File: src/rtl/vcdg_pkg.sv
// ----------------------------------------------------------------------------
// vcdg_pkg
// shared constants, types and helpers of the volume gradient block
// ----------------------------------------------------------------------------
package vcdg_pkg;

   localparam int MAX_WIDTH  = 256;
   localparam int MAX_HEIGHT = 256;
   localparam int MAX_DEPTH  = 4096;

   localparam int VOXEL_BITS = 8;
   localparam int COL_BITS   = $clog2(MAX_WIDTH);
   localparam int ROW_BITS   = $clog2(MAX_HEIGHT);
   localparam int SLICE_BITS = 12;
   localparam int DIM_BITS   = 9;
   localparam int DEPTH_BITS = 13;
   localparam int GRAD_BITS  = 9;
   localparam int SQ_BITS    = 17;
   localparam int MAG_BITS   = 18;

   // one bank per slot and row parity
   localparam int BANK_ROWS      = MAX_HEIGHT / 2;
   localparam int BANK_DEPTH     = BANK_ROWS * MAX_WIDTH;
   localparam int BANK_ADDR_BITS = $clog2(BANK_DEPTH);
   localparam int BANK_COUNT     = 4;
   localparam int BANK_SEL_BITS  = 2;

   localparam int CSR_INDEX_BITS = 2;
   localparam int CSR_DATA_BITS  = 13;
   localparam int RSP_DATA_BITS  = 112;
   localparam int RSP_PAD_BITS   = 3;

   localparam logic [CSR_INDEX_BITS-1:0] CSR_WIDTH  = 2'd0;
   localparam logic [CSR_INDEX_BITS-1:0] CSR_HEIGHT = 2'd1;
   localparam logic [CSR_INDEX_BITS-1:0] CSR_DEPTH  = 2'd2;

   localparam logic [MAG_BITS-1:0] MAG_ONES = '1;

   typedef struct packed {
      logic                  valid;
      logic                  start;
      logic                  interior;
      logic                  last;
      logic [COL_BITS-1:0]   col;
      logic [ROW_BITS-1:0]   row;
      logic [SLICE_BITS-1:0] slice;
   } tag_type;

   typedef struct packed {
      tag_type               tag;
      logic [VOXEL_BITS-1:0] voxel;
   } item_type;

   typedef struct packed {
      logic                      rd_en;
      logic                      wr_en;
      logic                      cur_slot;
      logic                      row_par;
      logic [BANK_ADDR_BITS-1:0] addr_c;
      logic [BANK_ADDR_BITS-1:0] addr_l;
      logic [BANK_ADDR_BITS-1:0] addr_r;
      logic [BANK_ADDR_BITS-1:0] addr_u;
      logic [BANK_ADDR_BITS-1:0] addr_d;
      logic [VOXEL_BITS-1:0]     wr_data;
   } mem_cmd_type;

   typedef struct packed {
      logic [VOXEL_BITS-1:0] left;
      logic [VOXEL_BITS-1:0] right;
      logic [VOXEL_BITS-1:0] up;
      logic [VOXEL_BITS-1:0] down;
      logic [VOXEL_BITS-1:0] centre;
   } nbr_type;

   typedef struct packed {
      logic [RSP_PAD_BITS-1:0]     pad;
      logic [MAG_BITS-1:0]         running_min;
      logic [MAG_BITS-1:0]         running_max;
      logic [SLICE_BITS-1:0]       out_slice;
      logic [ROW_BITS-1:0]         out_row;
      logic [COL_BITS-1:0]         out_column;
      logic [MAG_BITS-1:0]         magnitude_sq;
      logic signed [GRAD_BITS-1:0] grad_z;
      logic signed [GRAD_BITS-1:0] grad_y;
      logic signed [GRAD_BITS-1:0] grad_x;
   } result_type;

   // rows are split over two banks by parity
   function automatic logic [BANK_ADDR_BITS-1:0] bank_addr(
      input logic [ROW_BITS-1:0] row,
      input logic [COL_BITS-1:0] col
   );
      bank_addr = {row[ROW_BITS-1:1], col};
   endfunction

endpackage

File: src/rtl/vcdg_scan.sv
// ----------------------------------------------------------------------------
// vcdg_scan
// dimension registers, raster position counters and store commands
// ----------------------------------------------------------------------------
module vcdg_scan
   import vcdg_pkg::*;
(
   input  logic                      clock,
   input  logic                      reset,
   input  logic                      req_tvalid,
   output logic                      req_tready,
   input  logic [VOXEL_BITS-1:0]     req_tdata,
   input  logic                      req_tuser,
   input  logic                      csr_we,
   input  logic [CSR_INDEX_BITS-1:0] csr_index,
   input  logic [CSR_DATA_BITS-1:0]  csr_wdata,
   input  logic                      advance,
   output mem_cmd_type               mem_cmd,
   output item_type                  item
);

   logic [DIM_BITS-1:0]   width_ff,  width_in;
   logic [DIM_BITS-1:0]   height_ff, height_in;
   logic [DEPTH_BITS-1:0] depth_ff,  depth_in;
   logic [COL_BITS-1:0]   col_ff,    col_in;
   logic [ROW_BITS-1:0]   row_ff,    row_in;
   logic [SLICE_BITS-1:0] slice_ff,  slice_in;
   item_type              item_ff,   item_in;

   logic                  accept;
   logic [COL_BITS-1:0]   cur_c;
   logic [ROW_BITS-1:0]   cur_r;
   logic [SLICE_BITS-1:0] cur_s;
   logic [DIM_BITS-1:0]   c_next;
   logic [DIM_BITS-1:0]   r_next;
   logic [DIM_BITS-1:0]   c_plus2;
   logic [DIM_BITS-1:0]   r_plus2;
   logic [DEPTH_BITS-1:0] s_next;
   logic                  interior;
   logic                  last;
   logic [DEPTH_BITS-1:0] clamp_w;
   logic [DEPTH_BITS-1:0] clamp_h;
   logic [DEPTH_BITS-1:0] clamp_d;

   function automatic logic [DEPTH_BITS-1:0] clamp_dim(
      input logic [DEPTH_BITS-1:0] v,
      input logic [DEPTH_BITS-1:0] hi
   );
      if (v == '0) begin
         clamp_dim = DEPTH_BITS'(1);
      end else if (v > hi) begin
         clamp_dim = hi;
      end else begin
         clamp_dim = v;
      end
   endfunction

   assign accept     = req_tvalid && advance;
   assign req_tready = advance;

   // dimension registers hold the clamped values
   always_comb begin
      clamp_w   = clamp_dim({4'b0, csr_wdata[DIM_BITS-1:0]}, DEPTH_BITS'(MAX_WIDTH));
      clamp_h   = clamp_dim({4'b0, csr_wdata[DIM_BITS-1:0]}, DEPTH_BITS'(MAX_HEIGHT));
      clamp_d   = clamp_dim(csr_wdata, DEPTH_BITS'(MAX_DEPTH));
      width_in  = width_ff;
      height_in = height_ff;
      depth_in  = depth_ff;
      if (csr_we) begin
         case (csr_index)
            CSR_WIDTH:  width_in  = clamp_w[DIM_BITS-1:0];
            CSR_HEIGHT: height_in = clamp_h[DIM_BITS-1:0];
            CSR_DEPTH:  depth_in  = clamp_d;
            default:    ;
         endcase
      end
   end

   always_comb begin
      cur_c   = req_tuser ? '0 : col_ff;
      cur_r   = req_tuser ? '0 : row_ff;
      cur_s   = req_tuser ? '0 : slice_ff;
      c_next  = {1'b0, cur_c} + DIM_BITS'(1);
      r_next  = {1'b0, cur_r} + DIM_BITS'(1);
      c_plus2 = {1'b0, cur_c} + DIM_BITS'(2);
      r_plus2 = {1'b0, cur_r} + DIM_BITS'(2);
      s_next  = {1'b0, cur_s} + DEPTH_BITS'(1);

      interior = (cur_s >= SLICE_BITS'(2)) && ({1'b0, cur_s} < depth_ff)
               && (cur_c != '0) && (c_next < width_ff)
               && (cur_r != '0) && (r_next < height_ff);
      last     = (c_plus2 == width_ff) && (r_plus2 == height_ff) && (s_next == depth_ff);

      col_in   = col_ff;
      row_in   = row_ff;
      slice_in = slice_ff;
      if (accept) begin
         if (c_next >= width_ff) begin
            col_in = '0;
            if (r_next >= height_ff) begin
               row_in   = '0;
               slice_in = (s_next >= depth_ff) ? '0 : s_next[SLICE_BITS-1:0];
            end else begin
               row_in   = r_next[ROW_BITS-1:0];
               slice_in = cur_s;
            end
         end else begin
            col_in   = c_next[COL_BITS-1:0];
            row_in   = cur_r;
            slice_in = cur_s;
         end
      end

      item_in                = item_ff;
      if (advance) begin
         item_in.tag.valid    = accept;
         item_in.tag.start    = req_tuser;
         item_in.tag.interior = interior;
         item_in.tag.last     = last;
         item_in.tag.col      = cur_c;
         item_in.tag.row      = cur_r;
         item_in.tag.slice    = cur_s - SLICE_BITS'(1);
         item_in.voxel        = req_tdata;
      end
   end

   always_comb begin
      mem_cmd.rd_en    = advance;
      mem_cmd.wr_en    = accept;
      mem_cmd.cur_slot = cur_s[0];
      mem_cmd.row_par  = cur_r[0];
      mem_cmd.addr_c   = bank_addr(cur_r, cur_c);
      mem_cmd.addr_l   = bank_addr(cur_r, cur_c - COL_BITS'(1));
      mem_cmd.addr_r   = bank_addr(cur_r, cur_c + COL_BITS'(1));
      mem_cmd.addr_u   = bank_addr(cur_r - ROW_BITS'(1), cur_c);
      mem_cmd.addr_d   = bank_addr(cur_r + ROW_BITS'(1), cur_c);
      mem_cmd.wr_data  = req_tdata;
   end

   always_ff @(posedge clock) begin
      if (reset) begin
         width_ff           <= DIM_BITS'(MAX_WIDTH);
         height_ff          <= DIM_BITS'(MAX_HEIGHT);
         depth_ff           <= DEPTH_BITS'(256);
         col_ff             <= '0;
         row_ff             <= '0;
         slice_ff           <= '0;
         item_ff.tag.valid  <= 1'b0;
      end else begin
         width_ff  <= width_in;
         height_ff <= height_in;
         depth_ff  <= depth_in;
         col_ff    <= col_in;
         row_ff    <= row_in;
         slice_ff  <= slice_in;
         item_ff   <= item_in;
      end
   end

   assign item = item_ff;

endmodule

File: config.mk
export PLATFORM = sky130hd
export DESIGN_NAME = vcdg_scan
export DESIGN_NICKNAME = d
export VERILOG_FILES = /design/src/rtl/vcdg_pkg.sv /design/src/rtl/vcdg_scan.sv
export SDC_FILE = /design/constraint.sdc
export NUM_CORES = 1
export LEC_CHECK = 0
export ABC_AREA = 1
export BUFFER_PORTS_ARGS = -buffer_cell sky130_fd_sc_hd__buf_4
export CORE_MARGIN = 5
export CORE_UTILIZATION = 55
export CTS_CLUSTER_SIZE = 14
export DETAILED_ROUTE_END_ITERATION = 8
export GPL_ROUTABILITY_DRIVEN = 0
export PLACE_DENSITY_LB_ADDON = 0.12
export SYNTH_ARGS = -nofsm -noshare
export SYNTH_HDL_FRONTEND = slang
export SYNTH_SLANG_ARGS = --single-unit
export TNS_END_PERCENT = 5
File: constraint.sdc
create_clock -name clock -period 3.3 [get_ports clock]
set_clock_uncertainty 0.05 [all_clocks]
set_input_delay 0.165 -clock clock [delete_from_list [all_inputs] [get_ports clock]]
set_output_delay 0.165 -clock clock [all_outputs]
set_load 0.005 [all_outputs]
# After elaboration in Yosys (flattened, before gate mapping)
# Cells that the tools add are included.
[totals]
out_inout_bits = 128
word_cells = 69
register_bits = 99
in_bits = 29
[classes]
addsub = 10
n_bitwise = 1
n_reduce_logical = 17
magnitude_cmp = 9
n_mux = 13
eq_ne = 5
[ops]
columns = ["cell", "count"]
rows = [
  ["$mux W12", 4],
  ["$mux W8", 5],
  ["$mux W13", 2],
  ["$add A8 B1 Y9 const B", 2],
  ["$add A8 B2 Y9 const B", 2],
  ["$eq A9 B9 Y1", 2],
  ["$ge A9 B9 Y1", 2],
  ["$lt A9 B9 Y1", 2],
  ["$mux W9", 2],
  ["$add A8 B1 Y8 const B", 2],
  ["$reduce_bool A8 Y1", 2],
  ["$sub A8 B1 Y8 const B", 2],
  ["$add A12 B1 Y13 const B", 1],
  ["$eq A13 B13 Y1", 1],
  ["$ge A13 B13 Y1", 1],
  ["$gt A13 B13 Y1 const B", 1],
  ["$logic_not A13 Y1", 1],
  ["$lt A12 B13 Y1", 1],
  ["$ge A12 B2 Y1 const B", 1],
  ["$sub A12 B1 Y12 const B", 1],
  ["$gt A9 B9 Y1 const B", 1],
  ["$logic_not A9 Y1", 1],
  ["$logic_and A1 B1 Y1", 8],
  ["$reduce_and A2 Y1", 4],
  ["4 further kinds", 4],
]

# Depth between registers and ports, before layout
[depth]
word_depth = 7
ltp_mapped = 21
mapped_depth_nobuf = 20

# Least setup slack after synthesis
# OpenSTA, ideal clock, no wires.
[synth_path]
path_type = "input -> register"
start = "input req_tuser"
end = "register slice_ff[4]"
setup_slack_ns = 0.374
arrival_ns = 2.806
t_required_ns = 3.180
path_buffers = 2
setup_ns = 0.070
path_stages = 20
path_cell_list = "inv_2 > buf_4 > nand2_1 > inv_1 > ha_1 > nand3_1 > nor2_1 > nand2_1 > nand2_1 > o21ai_1 > ha_1 > nand2_1 > nor2_1 > nand3b_1 > nand4_1 > nand2_1 > nor2_1 > buf_2 > nand2_1 > a21oi_1"
[synth_rtl]
columns = ["element", "line_no", "source"]
rows = [
  ["from (decl)", "vcdg_scan.sv:13", "input logic req_tuser,"],
  ["to (signal assigned)", "vcdg_scan.sv:155", "slice_ff <= slice_in;"],
  ["to (decl)", "vcdg_scan.sv:27", "logic [SLICE_BITS-1:0] slice_ff, slice_in;"],
]

# Worst setup path after layout
[layout_path]
start = "register slice_ff[1]"
end = "register item_ff, in the netlist item[36], data pin"
[layout_via]
elab_chain_cells = 4
[layout_lines]
columns = ["element", "line_no", "source"]
rows = [
  ["$mux W12", "vcdg_scan.sv:82", "cur_s = req_tuser ? '0 : slice_ff;"],
  ["$add A12 B1 Y13", "vcdg_scan.sv:87", "s_next = {1'b0, cur_s} + DEPTH_BITS'(1);"],
  ["$eq A13 B13 Y1", "vcdg_scan.sv:92", "last = (c_plus2 == width_ff) && (r_plus2 == height_ff) && (s_next == depth_ff);"],
  ["$logic_and A1 B1 Y1", "vcdg_scan.sv:92", ""],
  ["named net last", "vcdg_scan.sv:40", "logic last;"],
  ["to (signal assigned)", "vcdg_scan.sv:156", "item_ff <= item_in;"],
  ["to (decl)", "vcdg_scan.sv:28", "item_type item_ff, item_in;"],
]
# The timed path passes the listed nets, and every way through them passes these cells.
# A chain may end at the register's enable or synchronous reset.

==> flow_summary.yaml <==
route:
  drt-pass1-iter-count: 7
  vias: 6255
  drt_wl_total_mm: 18.8
  drcViolationCount: 0
  routedWlPerCell_um: 15.9
  avgViaCountPerCell: 5.31
  drt_iter0_drc: 466
  ant_nets: 0
cts:
  clockBufferDepth: 2
  cts_tree: "done"
  root_buffer: "clkbuf_16"
  insertion_delay_ns: 0.35
  htreeDepth: 3
  clock_sinks: 99
  clkTransAtPathRegs_ns: 0.07
  numCtsBuffers: 9
synth:
  synth_nets: 965
  syn_inst: 878
  synthTopCellsByArea: "dfxtp_1 18%, edfxtp_1 18%, ha_1 11%, nand2_1 10%, inv_1 6.3%"
  synth.cell_area_um2: 6670
  synth_edf_count: 39
  synth_cell_types: 40
  synth_top_cell_by_area: "dfxtp_1"
  synth_top_cell_area_share_pct: 18.0
  avgSynthCellArea_um2: 7.60
  yosysWarnings: 0
  synthArstFlopShare_pct: 0
  synth-seq-cells: 99
  ys.flop_type: "dfxtp_1"
  synth_sequential_area_ratio_pct: 35.6
layout:
  ff_latch_area_um2: 2370
  final_area_um2: 8320
  mostFrequentLayoutCells: "193 x buf_4, 177 x nand2_1, 112 x inv_1, 73 x nor2_1, 72 x a21oi_1"
  fin_cells: 1179
  drive_above_1_share_pct: 23.6
  fin_util_pct: 69.5
  syn_to_final_growth_pct: 24.7
  multiInputGateArea_um2: 3460
  antennaDiodeCount: 0
  num-fill-cells: 1062
  mostFrequentLayoutCell: "buf_4"
  nets: 1114
timing:
  final.setup.tns_ns: 0
  relSlewSlack_pct: 34.5
  hold_viol: 0
  timing.final.crit_share_pct: 94.3
  post-route-min-period_ns: 3.11
  fmax_mhz: 321
  worst_slew_pin_slew_ns: 0.982
  finalSetupViolations: 0
  drv_slew: 0
power:
  p_comb_share_pct: 15.3
  intPower_w: 0.00210
  pwr-share-clk_pct: 37.6
  p_leak_nw: 4.00
  switching_share_pct: 26.6
  ir_drop_mv: 0.355
  power_density_nw_per_um2: 345
  share_seq_of_total_power_pct: 47.1
  total_power_w: 0.00286
  p_switching_w: 0.000763
floorplanning:
  start_util_pct: 55.8
  io_pins: 157
  rows: 40
  fp.dieArea_um2: 14400
  die_w_um: 120
  dieHeight_um: 120
  core_um2: 12000
run_status:
  outcome: "finished, final reports clean"
global_route:
  grt_max_degree: 35
  grt_pass1_wl_mm: 29.6
  antenna_found_initial: 0
  grt_pass1_vias: 5888
  grt_use_total_pct: 25.7
  grt_overflow: 0
setup_path:
  start_kind: "register"
  crit_fanout: 4
  crit_arrival_ns: 3.24
  end_kind: "register"
  critPathKind: "register to register"
  required_ns: 3.43
place:
  placed_area_um2: 7900
  hpwl_mm: 14.6
  placed_cells_incl_taps: 1154
  port_buffers: 156
worst_hold_path:
  hp-class: "input pin to register"
flow_run:
  maxCapViolations: 0
-- power groups by stage --
stage	Sequential, W	Combinational, W	Clock, W
after floorplan	0.00137	0.000257	0
after global placement	0.00137	0.000418	0
after detailed placement	0.00137	0.000424	0
after CTS	0.00135	0.000434	0.00109
after global routing	0.00135	0.000491	0.00114
final	0.00135	0.000439	0.00108
-- layout make-up --
cell class                 count  area share, %
multi-input combinational    593           41.6
sequential                    99           28.5
timing repair buffer         202           18.5
inverter                     122           5.51
clock buffer                   9           2.71
tap                          147           2.21
clock inverter                 7          0.888
-- cells by family after synthesis --
| logic type | share of synthesized area, % |
|---|---|
| and+or+nand+nor | 23.0 |
| buffers and inverters | 13.1 |
| AOI/OAI and AO/OA | 10.5 |
| DFF | 35.6 |
| adders and majority gates | 10.9 |
| xor gates and xnor gates | 6.96 |
-- cells in the mapped netlist (all sizes together), types with 7 or more instances --
cell type and number:
edfxtp 39, a21oi 72, xnor2 7, clkbuf 13, nor2 85, nand3 42
buf 51, o21ai 42, nor3 16, inv 121, xor2 46, nand4 16
ha 58, dfxtp 60, nand2 183
-- routing by layer --
layer	part of all wire [%]	vias to the layer above	routed length, um	track usage [%]
li1	-	3112	-	-
met1	46	2857	8650	36.0
met2	43	259	8130	39.2
met3	9.1	27	1700	5.94
met4	1.6	0	293	8.30
met5	0	-	0	0
-- sequential cells by signal, summed over array words and instances (netlist names) --
signal and cells:
slice_ff 12, height_ff 9, depth_ff 13, col_ff 8, item 40, row_ff 8
width_ff 9
-- final timing paths --
kind,from,endpoint,slack (ns),depth (start not counted)
setup / recovery,slice_ff[1],item[36],0.19,16
hold / removal,csr_wdata[7],depth_ff[7],0.05,3
hold reg to reg,depth_ff[5],depth_ff[5],0.42,2
setup reg to reg,slice_ff[1],item[36],0.19,16
-- critical path, cell delays in order (launching register included) --
cell,delay [ns]
dfxtp_1,0.37
nand2_1,0.10
inv_1,0.10
ha_2,0.20
nand3_2,0.12
nor2_2,0.14
nand4_1,0.10
nor4b_2,0.36
ha_1,0.21
nand2_1,0.08
nor2_2,0.11
nand2_1,0.09
nor2_1,0.13
nand4_1,0.25
nor3_1,0.21
nand3_1,0.12
nor3_2,0.17
-- metrics by stage --
step	setup slack (ns)	hold slack, ns
after floorplan	0.374	0.214
after global routing	-0.000888	0.0534
after detailed placement	-0.0491	0.307
final	0.188	0.0481
after CTS	0.137	0.0426
after global placement	-0.0413	0.302
-- repair_timing --
action                                 4_1_cts  5_1_grt
setup buffers                                0        1
gates resized for setup                      0        9
hold buffers                                 8        0
setup endpoints to repair                    0       13
endpoints found under the hold margin        8        0
No activity file was read; power rests on OpenSTA's default activity.
