### config.mk
export PLATFORM = sky130hd
export DESIGN_NAME = vcdg_grad
export DESIGN_NICKNAME = d
export VERILOG_FILES = /design/src/rtl/vcdg_pkg.sv /design/src/rtl/vcdg_grad.sv
export SDC_FILE = /design/constraint.sdc
export NUM_CORES = 1
export LEC_CHECK = 0
export BUFFER_PORTS_ARGS = -buffer_cell sky130_fd_sc_hd__buf_4
export CAP_MARGIN = 20
export CORE_ASPECT_RATIO = 0.7
export CORE_MARGIN = 4
export CORE_UTILIZATION = 55
export DETAILED_ROUTE_END_ITERATION = 8
export HOLD_SLACK_MARGIN = 0.05
export PLACE_DENSITY = 0.77
export RECOVER_POWER = 50
export SLEW_MARGIN = 20
export SYNTH_ARGS = -nofsm -noshare
export SYNTH_HDL_FRONTEND = slang
export SYNTH_SLANG_ARGS = --single-unit
### constraint.sdc
create_clock -name clock -period 12.1 [get_ports clock]
set_input_delay 1.21 -clock clock [delete_from_list [all_inputs] [get_ports clock]]
set_output_delay 1.21 -clock clock [all_outputs]
set_load 0.03 [all_outputs]
### src/rtl/vcdg_pkg.sv
// ----------------------------------------------------------------------------
// vcdg_pkg
// shared constants, types and helpers of the volume gradient block
// ----------------------------------------------------------------------------
package vcdg_pkg;

   localparam int MAX_WIDTH  = 256;
   localparam int MAX_HEIGHT = 256;
   localparam int MAX_DEPTH  = 4096;

   localparam int VOXEL_BITS = 8;
   localparam int COL_BITS   = $clog2(MAX_WIDTH);
   localparam int ROW_BITS   = $clog2(MAX_HEIGHT);
   localparam int SLICE_BITS = 12;
   localparam int DIM_BITS   = 9;
   localparam int DEPTH_BITS = 13;
   localparam int GRAD_BITS  = 9;
   localparam int SQ_BITS    = 17;
   localparam int MAG_BITS   = 18;

   // one bank per slot and row parity
   localparam int BANK_ROWS      = MAX_HEIGHT / 2;
   localparam int BANK_DEPTH     = BANK_ROWS * MAX_WIDTH;
   localparam int BANK_ADDR_BITS = $clog2(BANK_DEPTH);
   localparam int BANK_COUNT     = 4;
   localparam int BANK_SEL_BITS  = 2;

   localparam int CSR_INDEX_BITS = 2;
   localparam int CSR_DATA_BITS  = 13;
   localparam int RSP_DATA_BITS  = 112;
   localparam int RSP_PAD_BITS   = 3;

   localparam logic [CSR_INDEX_BITS-1:0] CSR_WIDTH  = 2'd0;
   localparam logic [CSR_INDEX_BITS-1:0] CSR_HEIGHT = 2'd1;
   localparam logic [CSR_INDEX_BITS-1:0] CSR_DEPTH  = 2'd2;

   localparam logic [MAG_BITS-1:0] MAG_ONES = '1;

   typedef struct packed {
      logic                  valid;
      logic                  start;
      logic                  interior;
      logic                  last;
      logic [COL_BITS-1:0]   col;
      logic [ROW_BITS-1:0]   row;
      logic [SLICE_BITS-1:0] slice;
   } tag_type;

   typedef struct packed {
      tag_type               tag;
      logic [VOXEL_BITS-1:0] voxel;
   } item_type;

   typedef struct packed {
      logic                      rd_en;
      logic                      wr_en;
      logic                      cur_slot;
      logic                      row_par;
      logic [BANK_ADDR_BITS-1:0] addr_c;
      logic [BANK_ADDR_BITS-1:0] addr_l;
      logic [BANK_ADDR_BITS-1:0] addr_r;
      logic [BANK_ADDR_BITS-1:0] addr_u;
      logic [BANK_ADDR_BITS-1:0] addr_d;
      logic [VOXEL_BITS-1:0]     wr_data;
   } mem_cmd_type;

   typedef struct packed {
      logic [VOXEL_BITS-1:0] left;
      logic [VOXEL_BITS-1:0] right;
      logic [VOXEL_BITS-1:0] up;
      logic [VOXEL_BITS-1:0] down;
      logic [VOXEL_BITS-1:0] centre;
   } nbr_type;

   typedef struct packed {
      logic [RSP_PAD_BITS-1:0]     pad;
      logic [MAG_BITS-1:0]         running_min;
      logic [MAG_BITS-1:0]         running_max;
      logic [SLICE_BITS-1:0]       out_slice;
      logic [ROW_BITS-1:0]         out_row;
      logic [COL_BITS-1:0]         out_column;
      logic [MAG_BITS-1:0]         magnitude_sq;
      logic signed [GRAD_BITS-1:0] grad_z;
      logic signed [GRAD_BITS-1:0] grad_y;
      logic signed [GRAD_BITS-1:0] grad_x;
   } result_type;

   // rows are split over two banks by parity
   function automatic logic [BANK_ADDR_BITS-1:0] bank_addr(
      input logic [ROW_BITS-1:0] row,
      input logic [COL_BITS-1:0] col
   );
      bank_addr = {row[ROW_BITS-1:1], col};
   endfunction

endpackage

### src/rtl/vcdg_grad.sv
// ----------------------------------------------------------------------------
// vcdg_grad
// differences, squares, magnitude, running min/max and result register
// ----------------------------------------------------------------------------
module vcdg_grad
   import vcdg_pkg::*;
(
   input  logic                     clock,
   input  logic                     reset,
   input  item_type                 item,
   input  nbr_type                  nbr,
   output logic                     advance,
   output logic                     rsp_tvalid,
   input  logic                     rsp_tready,
   output logic [RSP_DATA_BITS-1:0] rsp_tdata,
   output logic                     rsp_tlast
);

   typedef struct packed {
      tag_type                     tag;
      logic signed [GRAD_BITS-1:0] gx;
      logic signed [GRAD_BITS-1:0] gy;
      logic signed [GRAD_BITS-1:0] gz;
   } diff_type;

   typedef struct packed {
      diff_type             d;
      logic [SQ_BITS-1:0]   sqx;
      logic [SQ_BITS-1:0]   sqy;
      logic [SQ_BITS-1:0]   sqz;
   } square_type;

   typedef struct packed {
      diff_type             d;
      logic [MAG_BITS-1:0]  mag;
   } mag_type;

   diff_type             st2_ff, st2_in;
   square_type           st3_ff, st3_in;
   mag_type              st4_ff, st4_in;
   result_type           result_ff, result_in;
   logic                 rsp_valid_ff, rsp_valid_in;
   logic                 rsp_last_ff, rsp_last_in;
   logic [MAG_BITS-1:0]  max_ff, max_in;
   logic [MAG_BITS-1:0]  min_ff, min_in;

   logic signed [2*GRAD_BITS-1:0] px, py, pz;
   logic [MAG_BITS:0]             sum;
   logic [MAG_BITS-1:0]           base_max, base_min, new_max, new_min;
   logic                          st4_result;

   assign st4_result = st4_ff.d.tag.valid && st4_ff.d.tag.interior;
   // stall only while a result waits and the next one is about to arrive
   assign advance    = !(rsp_valid_ff && !rsp_tready && st4_result);

   always_comb begin
      st2_in.tag = item.tag;
      st2_in.gx  = $signed({1'b0, nbr.right}) - $signed({1'b0, nbr.left});
      st2_in.gy  = $signed({1'b0, nbr.down}) - $signed({1'b0, nbr.up});
      st2_in.gz  = $signed({1'b0, item.voxel}) - $signed({1'b0, nbr.centre});

      px = $signed({{GRAD_BITS{st2_ff.gx[GRAD_BITS-1]}}, st2_ff.gx})
         * $signed({{GRAD_BITS{st2_ff.gx[GRAD_BITS-1]}}, st2_ff.gx});
      py = $signed({{GRAD_BITS{st2_ff.gy[GRAD_BITS-1]}}, st2_ff.gy})
         * $signed({{GRAD_BITS{st2_ff.gy[GRAD_BITS-1]}}, st2_ff.gy});
      pz = $signed({{GRAD_BITS{st2_ff.gz[GRAD_BITS-1]}}, st2_ff.gz})
         * $signed({{GRAD_BITS{st2_ff.gz[GRAD_BITS-1]}}, st2_ff.gz});
      st3_in.d   = st2_ff;
      st3_in.sqx = px[SQ_BITS-1:0];
      st3_in.sqy = py[SQ_BITS-1:0];
      st3_in.sqz = pz[SQ_BITS-1:0];

      sum = {2'b0, st3_ff.sqx} + {2'b0, st3_ff.sqy} + {2'b0, st3_ff.sqz};
      st4_in.d   = st3_ff.d;
      st4_in.mag = sum[MAG_BITS-1:0];
   end

   // running extremes restart with the first voxel of a volume
   always_comb begin
      base_max = st4_ff.d.tag.start ? '0 : max_ff;
      base_min = st4_ff.d.tag.start ? MAG_ONES : min_ff;
      new_max  = base_max;
      new_min  = base_min;
      if (st4_ff.d.tag.interior) begin
         if (st4_ff.mag > base_max) begin
            new_max = st4_ff.mag;
         end
         if (st4_ff.mag < base_min) begin
            new_min = st4_ff.mag;
         end
      end

      max_in       = max_ff;
      min_in       = min_ff;
      result_in    = result_ff;
      rsp_last_in  = rsp_last_ff;
      rsp_valid_in = rsp_valid_ff && !rsp_tready;
      if (advance && st4_ff.d.tag.valid) begin
         max_in = new_max;
         min_in = new_min;
      end
      if (advance && st4_result) begin
         rsp_valid_in           = 1'b1;
         rsp_last_in            = st4_ff.d.tag.last;
         result_in.pad          = '0;
         result_in.running_min  = new_min;
         result_in.running_max  = new_max;
         result_in.out_slice    = st4_ff.d.tag.slice;
         result_in.out_row      = st4_ff.d.tag.row;
         result_in.out_column   = st4_ff.d.tag.col;
         result_in.magnitude_sq = st4_ff.mag;
         result_in.grad_z       = st4_ff.d.gz;
         result_in.grad_y       = st4_ff.d.gy;
         result_in.grad_x       = st4_ff.d.gx;
      end
   end

   always_ff @(posedge clock) begin
      if (reset) begin
         st2_ff.tag.valid   <= 1'b0;
         st3_ff.d.tag.valid <= 1'b0;
         st4_ff.d.tag.valid <= 1'b0;
         rsp_valid_ff       <= 1'b0;
         max_ff             <= '0;
         min_ff             <= MAG_ONES;
      end else begin
         if (advance) begin
            st2_ff <= st2_in;
            st3_ff <= st3_in;
            st4_ff <= st4_in;
         end
         rsp_valid_ff <= rsp_valid_in;
         max_ff       <= max_in;
         min_ff       <= min_in;
      end
   end

   always_ff @(posedge clock) begin
      result_ff   <= result_in;
      rsp_last_ff <= rsp_last_in;
   end

   assign rsp_tvalid = rsp_valid_ff;
   assign rsp_tdata  = result_ff;
   assign rsp_tlast  = rsp_last_ff;

   a_extremes_bound: assert property (@(posedge clock) disable iff (reset)
      rsp_valid_ff |-> (result_ff.running_min <= result_ff.magnitude_sq
                        && result_ff.magnitude_sq <= result_ff.running_max))
      else $error("running extremes do not bound the magnitude");

   a_stall_cause: assert property (@(posedge clock) disable iff (reset)
      !advance |-> (rsp_valid_ff && !rsp_tready && st4_result))
      else $error("pipeline stalled without a waiting result");

   a_result_lands: assert property (@(posedge clock) disable iff (reset)
      (advance && st4_result) |=> rsp_valid_ff)
      else $error("finished result not presented");

endmodule

* Word level (Yosys, flattened, before mapping)
Index checks and enable logic that the tools add are counted.
Storage, ports and cells: register bits 393, bits of input ports 83
Operators by class: reductions and logical operators 8, $lt $le $gt $ge 2, bitwise gates (word level) 2, $mul 3, multiplexer cells 7, $add $sub $neg 5
Operators with widths (count):
- 18-bit two-way mux | 6
- 9-bit by 9-bit multiplier with 17-bit output | 3
- 8-bit by 8-bit subtractor with 9-bit output | 3
- 17-bit by 17-bit adder with 18-bit output | 1
- 18-bit by 17-bit adder with 18-bit output | 1
- 18-bit greater-than comparator | 1
- 18-bit < comparator | 1
- 1-bit logical AND | 5
- 1-bit zero test | 2
- 1-bit NOT | 2
- 2-bit AND reduction | 1
- 1-bit two-way mux | 1

* Longest topological paths before layout
Gate-level depths: netlist of run 1.
depth in word-level cells 6, mapped depth 19, mapped depth without buffers 18

* Least setup slack after synthesis of run 1
No wires, ideal clock.
path type input port to flip-flop, from input reset, to register st2_ff[0] in the netlist's numbering, enable pin, data required time 11.262 ns, path buffers 2, arrival 11.396 ns, path slack -0.134 ns, cell stages on the path 3, cells stage by stage buf_4 clkbuf_1 nor2_1
On the way: longest elaborated chain between the ends 2
RTL lines:
- from (decl) | line vcdg_grad.sv:9 | input logic reset,
- 1-bit NOT (no line)
- 2-bit AND reduction (no line)
- to (signal assigned) | line vcdg_grad.sv:128 | st2_ff <= st2_in;
- to (decl) | line vcdg_grad.sv:38 | diff_type st2_ff, st2_in;
No other way between the ends. A chain may end at the register's enable or synchronous reset.

* Final worst setup path of run 1
from register st2_ff[8] in the netlist's numbering, to register st3_ff[16] in the netlist's numbering (data pin)
On the way: longest elaborated chain between the ends 1
RTL lines:
- 9-bit by 9-bit multiplier with 17-bit output | line vcdg_grad.sv:67 | * $signed({{GRAD_BITS{st2_ff.gz[GRAD_BITS-1]}}, st2_ff.gz});
- named net pz[16] | line vcdg_grad.sv:47 | logic signed [2*GRAD_BITS-1:0] px, py, pz;
- to (signal assigned) | line vcdg_grad.sv:129 | st3_ff <= st3_in;
- to (decl) | line vcdg_grad.sv:39 | square_type st3_ff, st3_in;
The timed path passes the listed nets, and every way through them passes these cells.

==> flow_summary.ini, run 1 <==
[finish]
multi_input_area_sq_um = 10400
final_nets = 2452
diodes = 0
register_area_sq_um = 11200
layout-drive-gt1-share_pct = 10.5
area_delta_synth_final_pct = 13.4
fillCellCount = 3146

[clocking]
post_cts_buffers = 0
cts_buffers = 39
root_buffer = clkbuf_16
clkTransAtPathRegs_ps = 60
clock-sinks = 387
post_cts_resized = 0
htree_levels = 2
cts_buffer_depth = 3
cts_tree = built
cts.hold.buffers_added = 0
insertion_delay_ps = 550

[place]
dp_hpwl_um = 32000
io_buffers = 194
gp_congestion = 0.862
pre_cts_ws_ps = 6570

[drt]
drt_pass1_iterations = 5
vias = 13500
ant_nets = 0
wl_per_cell_um = 16.5
avgViaCountPerCell = 5.23
drc = 0
drt_iter0_drc = 814
wl_um = 42500

[floorplan]
die_h_um = 178
die_x_um = 252
coreArea_sq_um = 41000
die_area_sq_um = 44900
fp-row-count = 62
ios = 198
initial_core_util_pct = 55.6

[critical_path]
cp-end-kind = flop
worstPathCellList = nor2b_1 -> fa_1 -> inv_1 -> fa_1 -> inv_1 -> fa_1 -> fa_1 -> fa_1 -> ha_1 -> o21ai_0 -> o21bai_1 -> a2111o_1 -> a221oi_1 -> o21ai_0 -> xnor2_1
critical-path-top-cell-by-count = fa_1
worstPathMaxFanout = 18
crit_type = reg -> reg
required_ps = 12380
crit_slowest_cell = edfxtp_1
critPathLaunchType = flop
max_stage_delay_ps = 650
worstPathArrival_ps = 5770

[sta]
hold_viol = 0
holdWs_ps = 408
slew_headroom_pct = -80.3
setup_violations = 0
tightest_slew_ps = 2700
rsz0062_at_grt = false
slew_violations = 47
fin_skew_ps = 18.8
tns_ps = 0
period_share_pct = 45.4
max_freq_mhz = 182
setup_slack_ps = 6610
post-route-min-period_ps = 5490

[global_route]
antenna_found_initial = 0
grt_pass1_vias = 14000
grt_max_degree = 170
grt_pass1_wl_um = 69600
grt_use_total_pct = 19.1
grt-ovfl-total = 0

[synth]
async_flop_share_pct = 0
ys_top_cells_by_area = edfxtp_1 (46%), fa_1 (16%), ha_1 (10%)
synth_area_per_cell_sq_um = 12.8
yosys_most_used_dff = edfxtp_1
synth_warnings = 0
synthCells = 1788
synth.most_common_cell = edfxtp_1
synth_cell_types = 70
synth-edff-count = 347
netlist_area_sq_um = 22800
synth.ff_latch_count = 387
synthTopCellsByCount = edfxtp_1 (347), inv_1 (297), ha_1 (185)
yosys.area.top_type_share_pct = 45.6
seq_area_frac_synth_pct = 49.1
synth_top_cell_by_area = edfxtp_1

[run_status]
violations = max-capacitance violations, max-slew violations
status = complete, but fails checks

[worst_hold_path]
hp-class = reg -> reg

[run]
drv_cap = 1
## through the flow
stage	cell area [sq um]	cells	utilization (%)
floorplan	22900	1793	-
global placement	24900	2503	60.6
detailed placement	24900	2503	60.6
CTS	26200	2574	63.7
global route	25900	2574	63.1
finish	25900	2574	63.1
## layer usage
layer  vias up  GRT usage, %  routed length (um)
li1       6460             -                   -
met1      6612          26.4               18900
met2       345          32.3               20600
met3        51          3.05                2230
met4         0          4.34                 712
met5         -             0                   0
## cells in the final DEF (no fill, tap or decap), types with 7 or more instances in the layout
| cell | n |
|---|---|
| nand2_1 | 123 |
| dfxtp_1 | 40 |
| buf_4 | 91 |
| a22o_1 | 18 |
| edfxtp_1 | 347 |
| and2_1 | 23 |
| clkbuf_4 | 32 |
| nor3_1 | 14 |
| xnor2_1 | 67 |
| o21bai_1 | 8 |
| nor2_1 | 117 |
| o21ai_0 | 32 |
| or2_2 | 11 |
| a21oi_1 | 48 |
| fa_1 | 184 |
| nor2b_1 | 33 |
| clkinv_2 | 7 |
| or2_1 | 9 |
| inv_1 | 297 |
| clkbuf_1 | 81 |
| clkbuf_16 | 39 |
| ha_1 | 185 |
| a21boi_0 | 7 |
| xor2_1 | 21 |
| nand2b_1 | 9 |
| or3_1 | 10 |
| mux2i_1 | 35 |
| a211oi_1 | 7 |
| a21o_1 | 18 |
## registers in the layout, summed over array words and instances (netlist names)
signal and cells:
rsp_tdata 109, st3_ff 104, st4_ff 77, st2_ff 59
max_ff 18, min_ff 18, rsp_tlast 1, rsp_tvalid 1
## area by class of cell
cell class              instances  share of cell area (%)
well taps                     544                    2.63
multi-input cells            1077                    40.0
clock buffers                  47                    3.92
inverters                     297                    4.31
clock inverters                24                    1.04
flip-flops and latches        387                    43.3
repair buffers                198                    4.72
## worst paths after layout
path,startpoint,endpoint,slack (ps),cells after the start
max,st2_ff[8]$_DFFE_PP_,st3_ff[16]$_DFFE_PP_,6610,15
min,st4_ff[26]$_DFFE_PP_,rsp_tdata[26]$_DFFE_PP_,410,0
max reg2reg,st2_ff[8]$_DFFE_PP_,st3_ff[16]$_DFFE_PP_,6610,15
min reg2reg,st4_ff[26]$_DFFE_PP_,rsp_tdata[26]$_DFFE_PP_,410,0
## worst max-delay path: cells and delay by family, from the launching register on
kind,cells,cell delay [ps]
AOI/OAI and AO/OA,5,1130
xor gates and xnor gates,1,150
adders and majority gates,6,2920
buffers and inverters,2,110
DFF,1,650
and+or+nand+nor,1,270
## cell families after synthesis
family | count (synthesis) | share of synthesized area [%]
other | 1 | 0.0164
flip-flops | 387 | 49.1
buffers and inverters | 329 | 5.66
multiplexers | 39 | 1.73
XOR/XNOR | 88 | 3.38
adder cells (fa/ha/maj) | 369 | 26.3
AO/OA/AOI/OAI | 192 | 5.93
AND/OR/NAND/NOR | 383 | 7.87
Power of run 1 is left out: the tool's default activity adds up to more than one toggle a clock period on the data nets, which glitch-free logic cannot reach.
==> run 2: changes to the inputs <==
--- a/config.mk
+++ b/config.mk
@@ -9,10 +9,10 @@
 export CAP_MARGIN = 20
 export CORE_ASPECT_RATIO = 0.7
 export CORE_MARGIN = 4
-export CORE_UTILIZATION = 55
+export CORE_UTILIZATION = 60
 export DETAILED_ROUTE_END_ITERATION = 8
 export HOLD_SLACK_MARGIN = 0.05
-export PLACE_DENSITY = 0.77
+export PLACE_DENSITY = 0.8
 export RECOVER_POWER = 50
 export SLEW_MARGIN = 20
 export SYNTH_ARGS = -nofsm -noshare
==> constraint.sdc (replaced) <==
create_clock -name clock -period 5.1 [get_ports clock]
set_input_delay 0.51 -clock clock [delete_from_list [all_inputs] [get_ports clock]]
set_output_delay 0.51 -clock clock [all_outputs]
set_load 0.03 [all_outputs]
==> run 2 against run 1 <==
  * Register-to-register slack worse by 6400 ps
  * Setup slack worse by 6400 ps
  * Routed wire length up 4.5%
  * First-iteration DRC count up 6.0%
  * Critical endpoint is now st3_ff[49]$_DFFE_PP_
  * Critical path depth unchanged
  * The flow still finishes with violations (max-capacitance violations, max-slew violations)
  * Clock skew down 4.5 ps
  * Clock-buffer cell count up 3
  * Flip-flop and latch count unchanged
  * Critical path type unchanged
==> flow_summary.ini, run 2 (synthesis gave the netlist of run 1 again) <==
[run_status]
status = complete, but fails checks
violations = max-capacitance violations, max-slew violations

[floorplan]
die_h_um = 171
die_x_um = 241
coreArea_sq_um = 37400
die_area_sq_um = 41300
ios = 198
initial_core_util_pct = 61.1
fp-row-count = 59

[critical_path]
required_ps = 5480
endpoint = st3_ff[49]$_DFFE_PP_
r2r_end = st3_ff[49]$_DFFE_PP_
worstPathCellList = nand2_1 -> buf_4 -> fa_1 -> inv_1 -> fa_1 -> inv_1 -> fa_1 -> inv_1 -> fa_1 -> ha_1 -> ha_4 -> inv_1 -> or4_1 -> o311a_1 -> o211ai_1
cp-end-kind = flop
r2r_slack_ps = 200
worstPathMaxFanout = 5
crit-reg2reg-launch = st2_ff[18]$_DFFE_PP_
path_depth = 15
reg2reg_depth = 15
crit_type = reg -> reg
path_buf_inv = 5
crit_slowest_cell = fa_1
critPathLaunchType = flop
max_stage_delay_ps = 580
cp_top_family = adder cells
timing.critical_path.from = st2_ff[18]$_DFFE_PP_
worstPathArrival_ps = 5270

[finish]
diodes = 0
final_cell_mix = edfxtp_1 (347), inv_1 (294), fa_1 (182)
area_delta_synth_final_pct = 14.3
fin_cells = 2575
largest_reg_flops = 109
final_nets = 2513
layout-drive-gt1-share_pct = 11.7
layout_commonest_cell = edfxtp_1
fin_util_pct = 69.9
fillCellCount = 2678

[global_route]
grt-ovfl-total = 0
grt_use_total_pct = 21.5
grt_max_degree = 169
grt_pass1_vias = 14400
grt_pass1_wl_um = 71300
antenna_found_initial = 0

[worst_hold_path]
hp-class = in -> reg
worstHoldPathCells = 1

[sta]
max_freq_mhz = 204
hold_viol = 0
post-route-min-period_ps = 4900
tightest_slew_ps = 1820
slew_headroom_pct = -21.7
tns_ps = 0
period_share_pct = 96.0
holdWs_ps = 160
setup_violations = 0
fin_skew_ps = 14.3
slew_violations = 24

[clocking]
htree_levels = 2
cts_tree = built
root_buffer = clkbuf_16
cts_buffer_depth = 3
clkTransAtPathRegs_ps = 70
cts_buffers = 37
clock-sinks = 387
insertion_delay_ps = 550

[place]
dp.cells = 2489
io_buffers = 194
gp_congestion = 0.862
dp_hpwl_um = 33100

[drt]
avgViaCountPerCell = 5.42
vias = 13900
drt_pass1_iterations = 5
ant_nets = 0
wl_per_cell_um = 17.2
drc = 0
drt_iter0_drc = 863
wl_um = 44400

[run]
drv_cap = 1
[run 2: layer usage]
layer	up-vias	share of wire [%]	global-route usage (%)
met2	400	49	36.0
met3	77	5.2	3.30
met4	0	2.3	6.13
met1	6902	44	30.0
met5	-	0	0
li1	6568	-	-
[run 2: stage by stage]
stage | worst slack [ps] | area, sq um
6_report | 202 | 26100
2_1_floorplan | 14.4 | 22900
4_1_cts | 10.1 | 26300
3_5_place_dp | -44.4 | 25100
5_1_grt | -47.4 | 26100
3_3_place_gp | 141 | 25100
[run 2: what timing repair did]
action,in CTS,in global routing
gates resized for setup,3,39
setup buffers,3,18
setup endpoints to repair,3,11
pin swaps,0,19
hold buffers,0,0
endpoints found under the hold margin,0,0
[run 2: cell type report]
type / count / area (sq um) / share of cell area [%]
Timing Repair Buffer: 261 / 1510 / 5.80
Sequential cell: 387 / 11200 / 43.0
Multi-Input combinational cell: 1077 / 10500 / 40.3
Clock buffer: 50 / 1020 / 3.89
Tap cell: 488 / 611 / 2.34
Clock inverter: 15 / 104 / 0.398
Inverter: 297 / 1110 / 4.27
[run 2: worst min-delay path by stage]
stage	from	endpoint	slack, ps
final	item[12]	st2_ff[31]$_DFFE_PP_	160
after global routing	item[9]	st2_ff[28]$_DFFE_PP_	140
after CTS	item[12]	st2_ff[31]$_DFFE_PP_	110
after detailed placement	st4_ff[32]$_DFFE_PP_	rsp_tdata[14]$_DFFE_PP_	400
after global placement	st3_ff[79]$_DFFE_PP_	st4_ff[46]$_DFFE_PP_	400
after floorplan	st4_ff[36]$_DFFE_PP_	rsp_tdata[0]$_DFFE_PP_	400
[run 2: worst reg2reg max path, cell delays in order, from the launching register on]
cell and delay [ps]:
edfxtp_1 490, nand2_1 140, buf_4 170, fa_1 580
inv_1 140, fa_1 560, inv_1 100, fa_1 540
inv_1 50, fa_1 430, ha_1 360, ha_4 310
inv_1 90, or4_1 530, o311a_1 160, o211ai_1 100
Power of run 2 is left out for the same reason.
==> run 3: changes to the inputs <==
--- a/config.mk
+++ b/config.mk
@@ -5,10 +5,9 @@
 export SDC_FILE = /design/constraint.sdc
 export NUM_CORES = 1
 export LEC_CHECK = 0
-export BUFFER_PORTS_ARGS = -buffer_cell sky130_fd_sc_hd__buf_4
+export BUFFER_PORTS_ARGS = -buffer_cell sky130_fd_sc_hd__buf_2
 export CAP_MARGIN = 20
 export CORE_ASPECT_RATIO = 0.7
-export CORE_MARGIN = 4
 export CORE_UTILIZATION = 60
 export DETAILED_ROUTE_END_ITERATION = 8
 export HOLD_SLACK_MARGIN = 0.05
==> run 3 against run 2 <==
  * The run now ends clean
  * Clock-buffer cell count is 1 lower
  * Final area increased by 0.57%
  * Setup slack worse by 58 ps
  * Worst hold slack worse by 16 ps
  * Cell count up 0.19%
  * Critical path depth up 2
  * Register-to-register slack got worse by 60 ps
  * Core utilization increased by 0.40 points
  * Critical path type unchanged
  * Highest routed layer unchanged
==> flow_summary.ini, run 3 (synthesis gave the netlist of run 1 again) <==
[sta]
rsz0062_at_grt = true
slew_headroom_pct = 37.7
period_share_pct = 97.2
max_freq_mhz = 202
setup_violations = 0
slew_violations = 0
post-route-min-period_ps = 4960
setup_slack_ps = 145
fin_skew_ps = 18.5
hold_viol = 0
tightest_slew_ps = 931

[place]
dp_hpwl_um = 32200
dpl_cell_area_sq_um = 24700
io_buffers = 194
pre_cts_ws_ps = -61.3
gp_congestion = 0.880

[clocking]
root_buffer = clkbuf_16
insertion_delay_ps = 550
cts_buffer_depth = 3
clock-sinks = 387
clkTransAtPathRegs_ps = 60
cts_tree = built
htree_levels = 2
cts.hold.buffers_added = 0
cts_buffers = 38

[floorplan]
fp-row-count = 59
initial_core_util_pct = 61.1
die_h_um = 165
coreArea_sq_um = 37400
ios = 198
die_area_sq_um = 38900
die_x_um = 235

[global_route]
grt_pass1_wl_um = 69900
grt_use_total_pct = 22.7
grt-ovfl-total = 0
grt_max_degree = 138
grt_pass1_vias = 14100
antenna_found_initial = 0

[critical_path]
timing.critical_path.from = st2_ff[20]$_DFFE_PP_
crit-reg2reg-launch = st2_ff[20]$_DFFE_PP_
crit_type = reg -> reg
worstPathMaxFanout = 4
required_ps = 5430
cp-end-kind = flop
worstPathArrival_ps = 5290
critPathLaunchType = flop

[worst_hold_path]
hp-class = in -> reg
min_from = item[22]

[finish]
finalInstanceArea_sq_um = 26300
layout_commonest_cell = edfxtp_1
final_nets = 2514
area_delta_synth_final_pct = 15.0
fillCellCount = 2564
diodes = 0
final_cell_mix = edfxtp_1 (347), inv_1 (294), buf_2 (191)
layout-drive-gt1-share_pct = 17.8
largest_reg_flops = 109

[drt]
ant_nets = 0
drc = 0
wl_um = 43200
avgViaCountPerCell = 5.34
vias = 13800
wl_per_cell_um = 16.8
drt_pass1_iterations = 8
drt_iter0_drc = 849

[run]
drv_cap = 0

[run_status]
status = completed
-- run 3: worst paths after layout --
| kind | slack, ps | to | cells past startpoint |
|---|---|---|---|
| max reg2reg | 140 | st3_ff[49]$_DFFE_PP_ | 17 |
| max | 140 | st3_ff[49]$_DFFE_PP_ | 17 |
| min | 140 | st2_ff[41]$_DFFE_PP_ | 1 |
| min reg2reg | 420 | rsp_tdata[52]$_DFFE_PP_ | 0 |
-- run 3: final cells by class --
type / instances / area, sq um / area share [%]
sequential: 387 / 11200 / 42.7
timing repair buffer: 261 / 1510 / 5.74
inverter: 297 / 1110 / 4.25
clock inverter: 21 / 263 / 1.00
tap: 488 / 611 / 2.33
multi-input combinational: 1077 / 10500 / 40.1
clock buffer: 49 / 1020 / 3.90
-- run 3: what timing repair did --
item,CTS,global route
resized for setup,2,31
setup endpoints to repair,3,12
pin swaps,2,14
setup buffers,8,13
-- run 3: critical path, stage by stage, from the launching register on --
cell      delay [ps]
edfxtp_1         440
buf_4            160
buf_4            140
nand2_1          110
inv_1             70
fa_1             520
inv_1             50
fa_1             470
inv_1             50
fa_1             450
fa_1             510
fa_1             450
ha_4             300
o21ai_0           90
nand2b_1         140
a311oi_2         120
or3_1            350
o211ai_1         320
-- run 3: stage by stage --
| stage | hold slack, ps | setup TNS (ps) | cells | util (%) |
|---|---|---|---|---|
| floorplan | 400 | 0 | 1793 | - |
| global placement | 400 | 0 | 2489 | 66.0 |
| detailed placement | 405 | -88.8 | 2489 | 66.0 |
| CTS | 127 | 0 | 2567 | 69.7 |
| global route | 117 | -35.0 | 2580 | 70.3 |
| finish | 144 | 0 | 2580 | 70.3 |
-- run 3: per-layer routing --
metal	global-route usage, %	routed length [um]	vias up
met5	0	0	-
met4	6.01	815	0
met2	38.2	20900	356
li1	-	-	6570
met1	31.2	19600	6780
met3	3.32	1900	70
Power of run 3 is left out for the same reason.
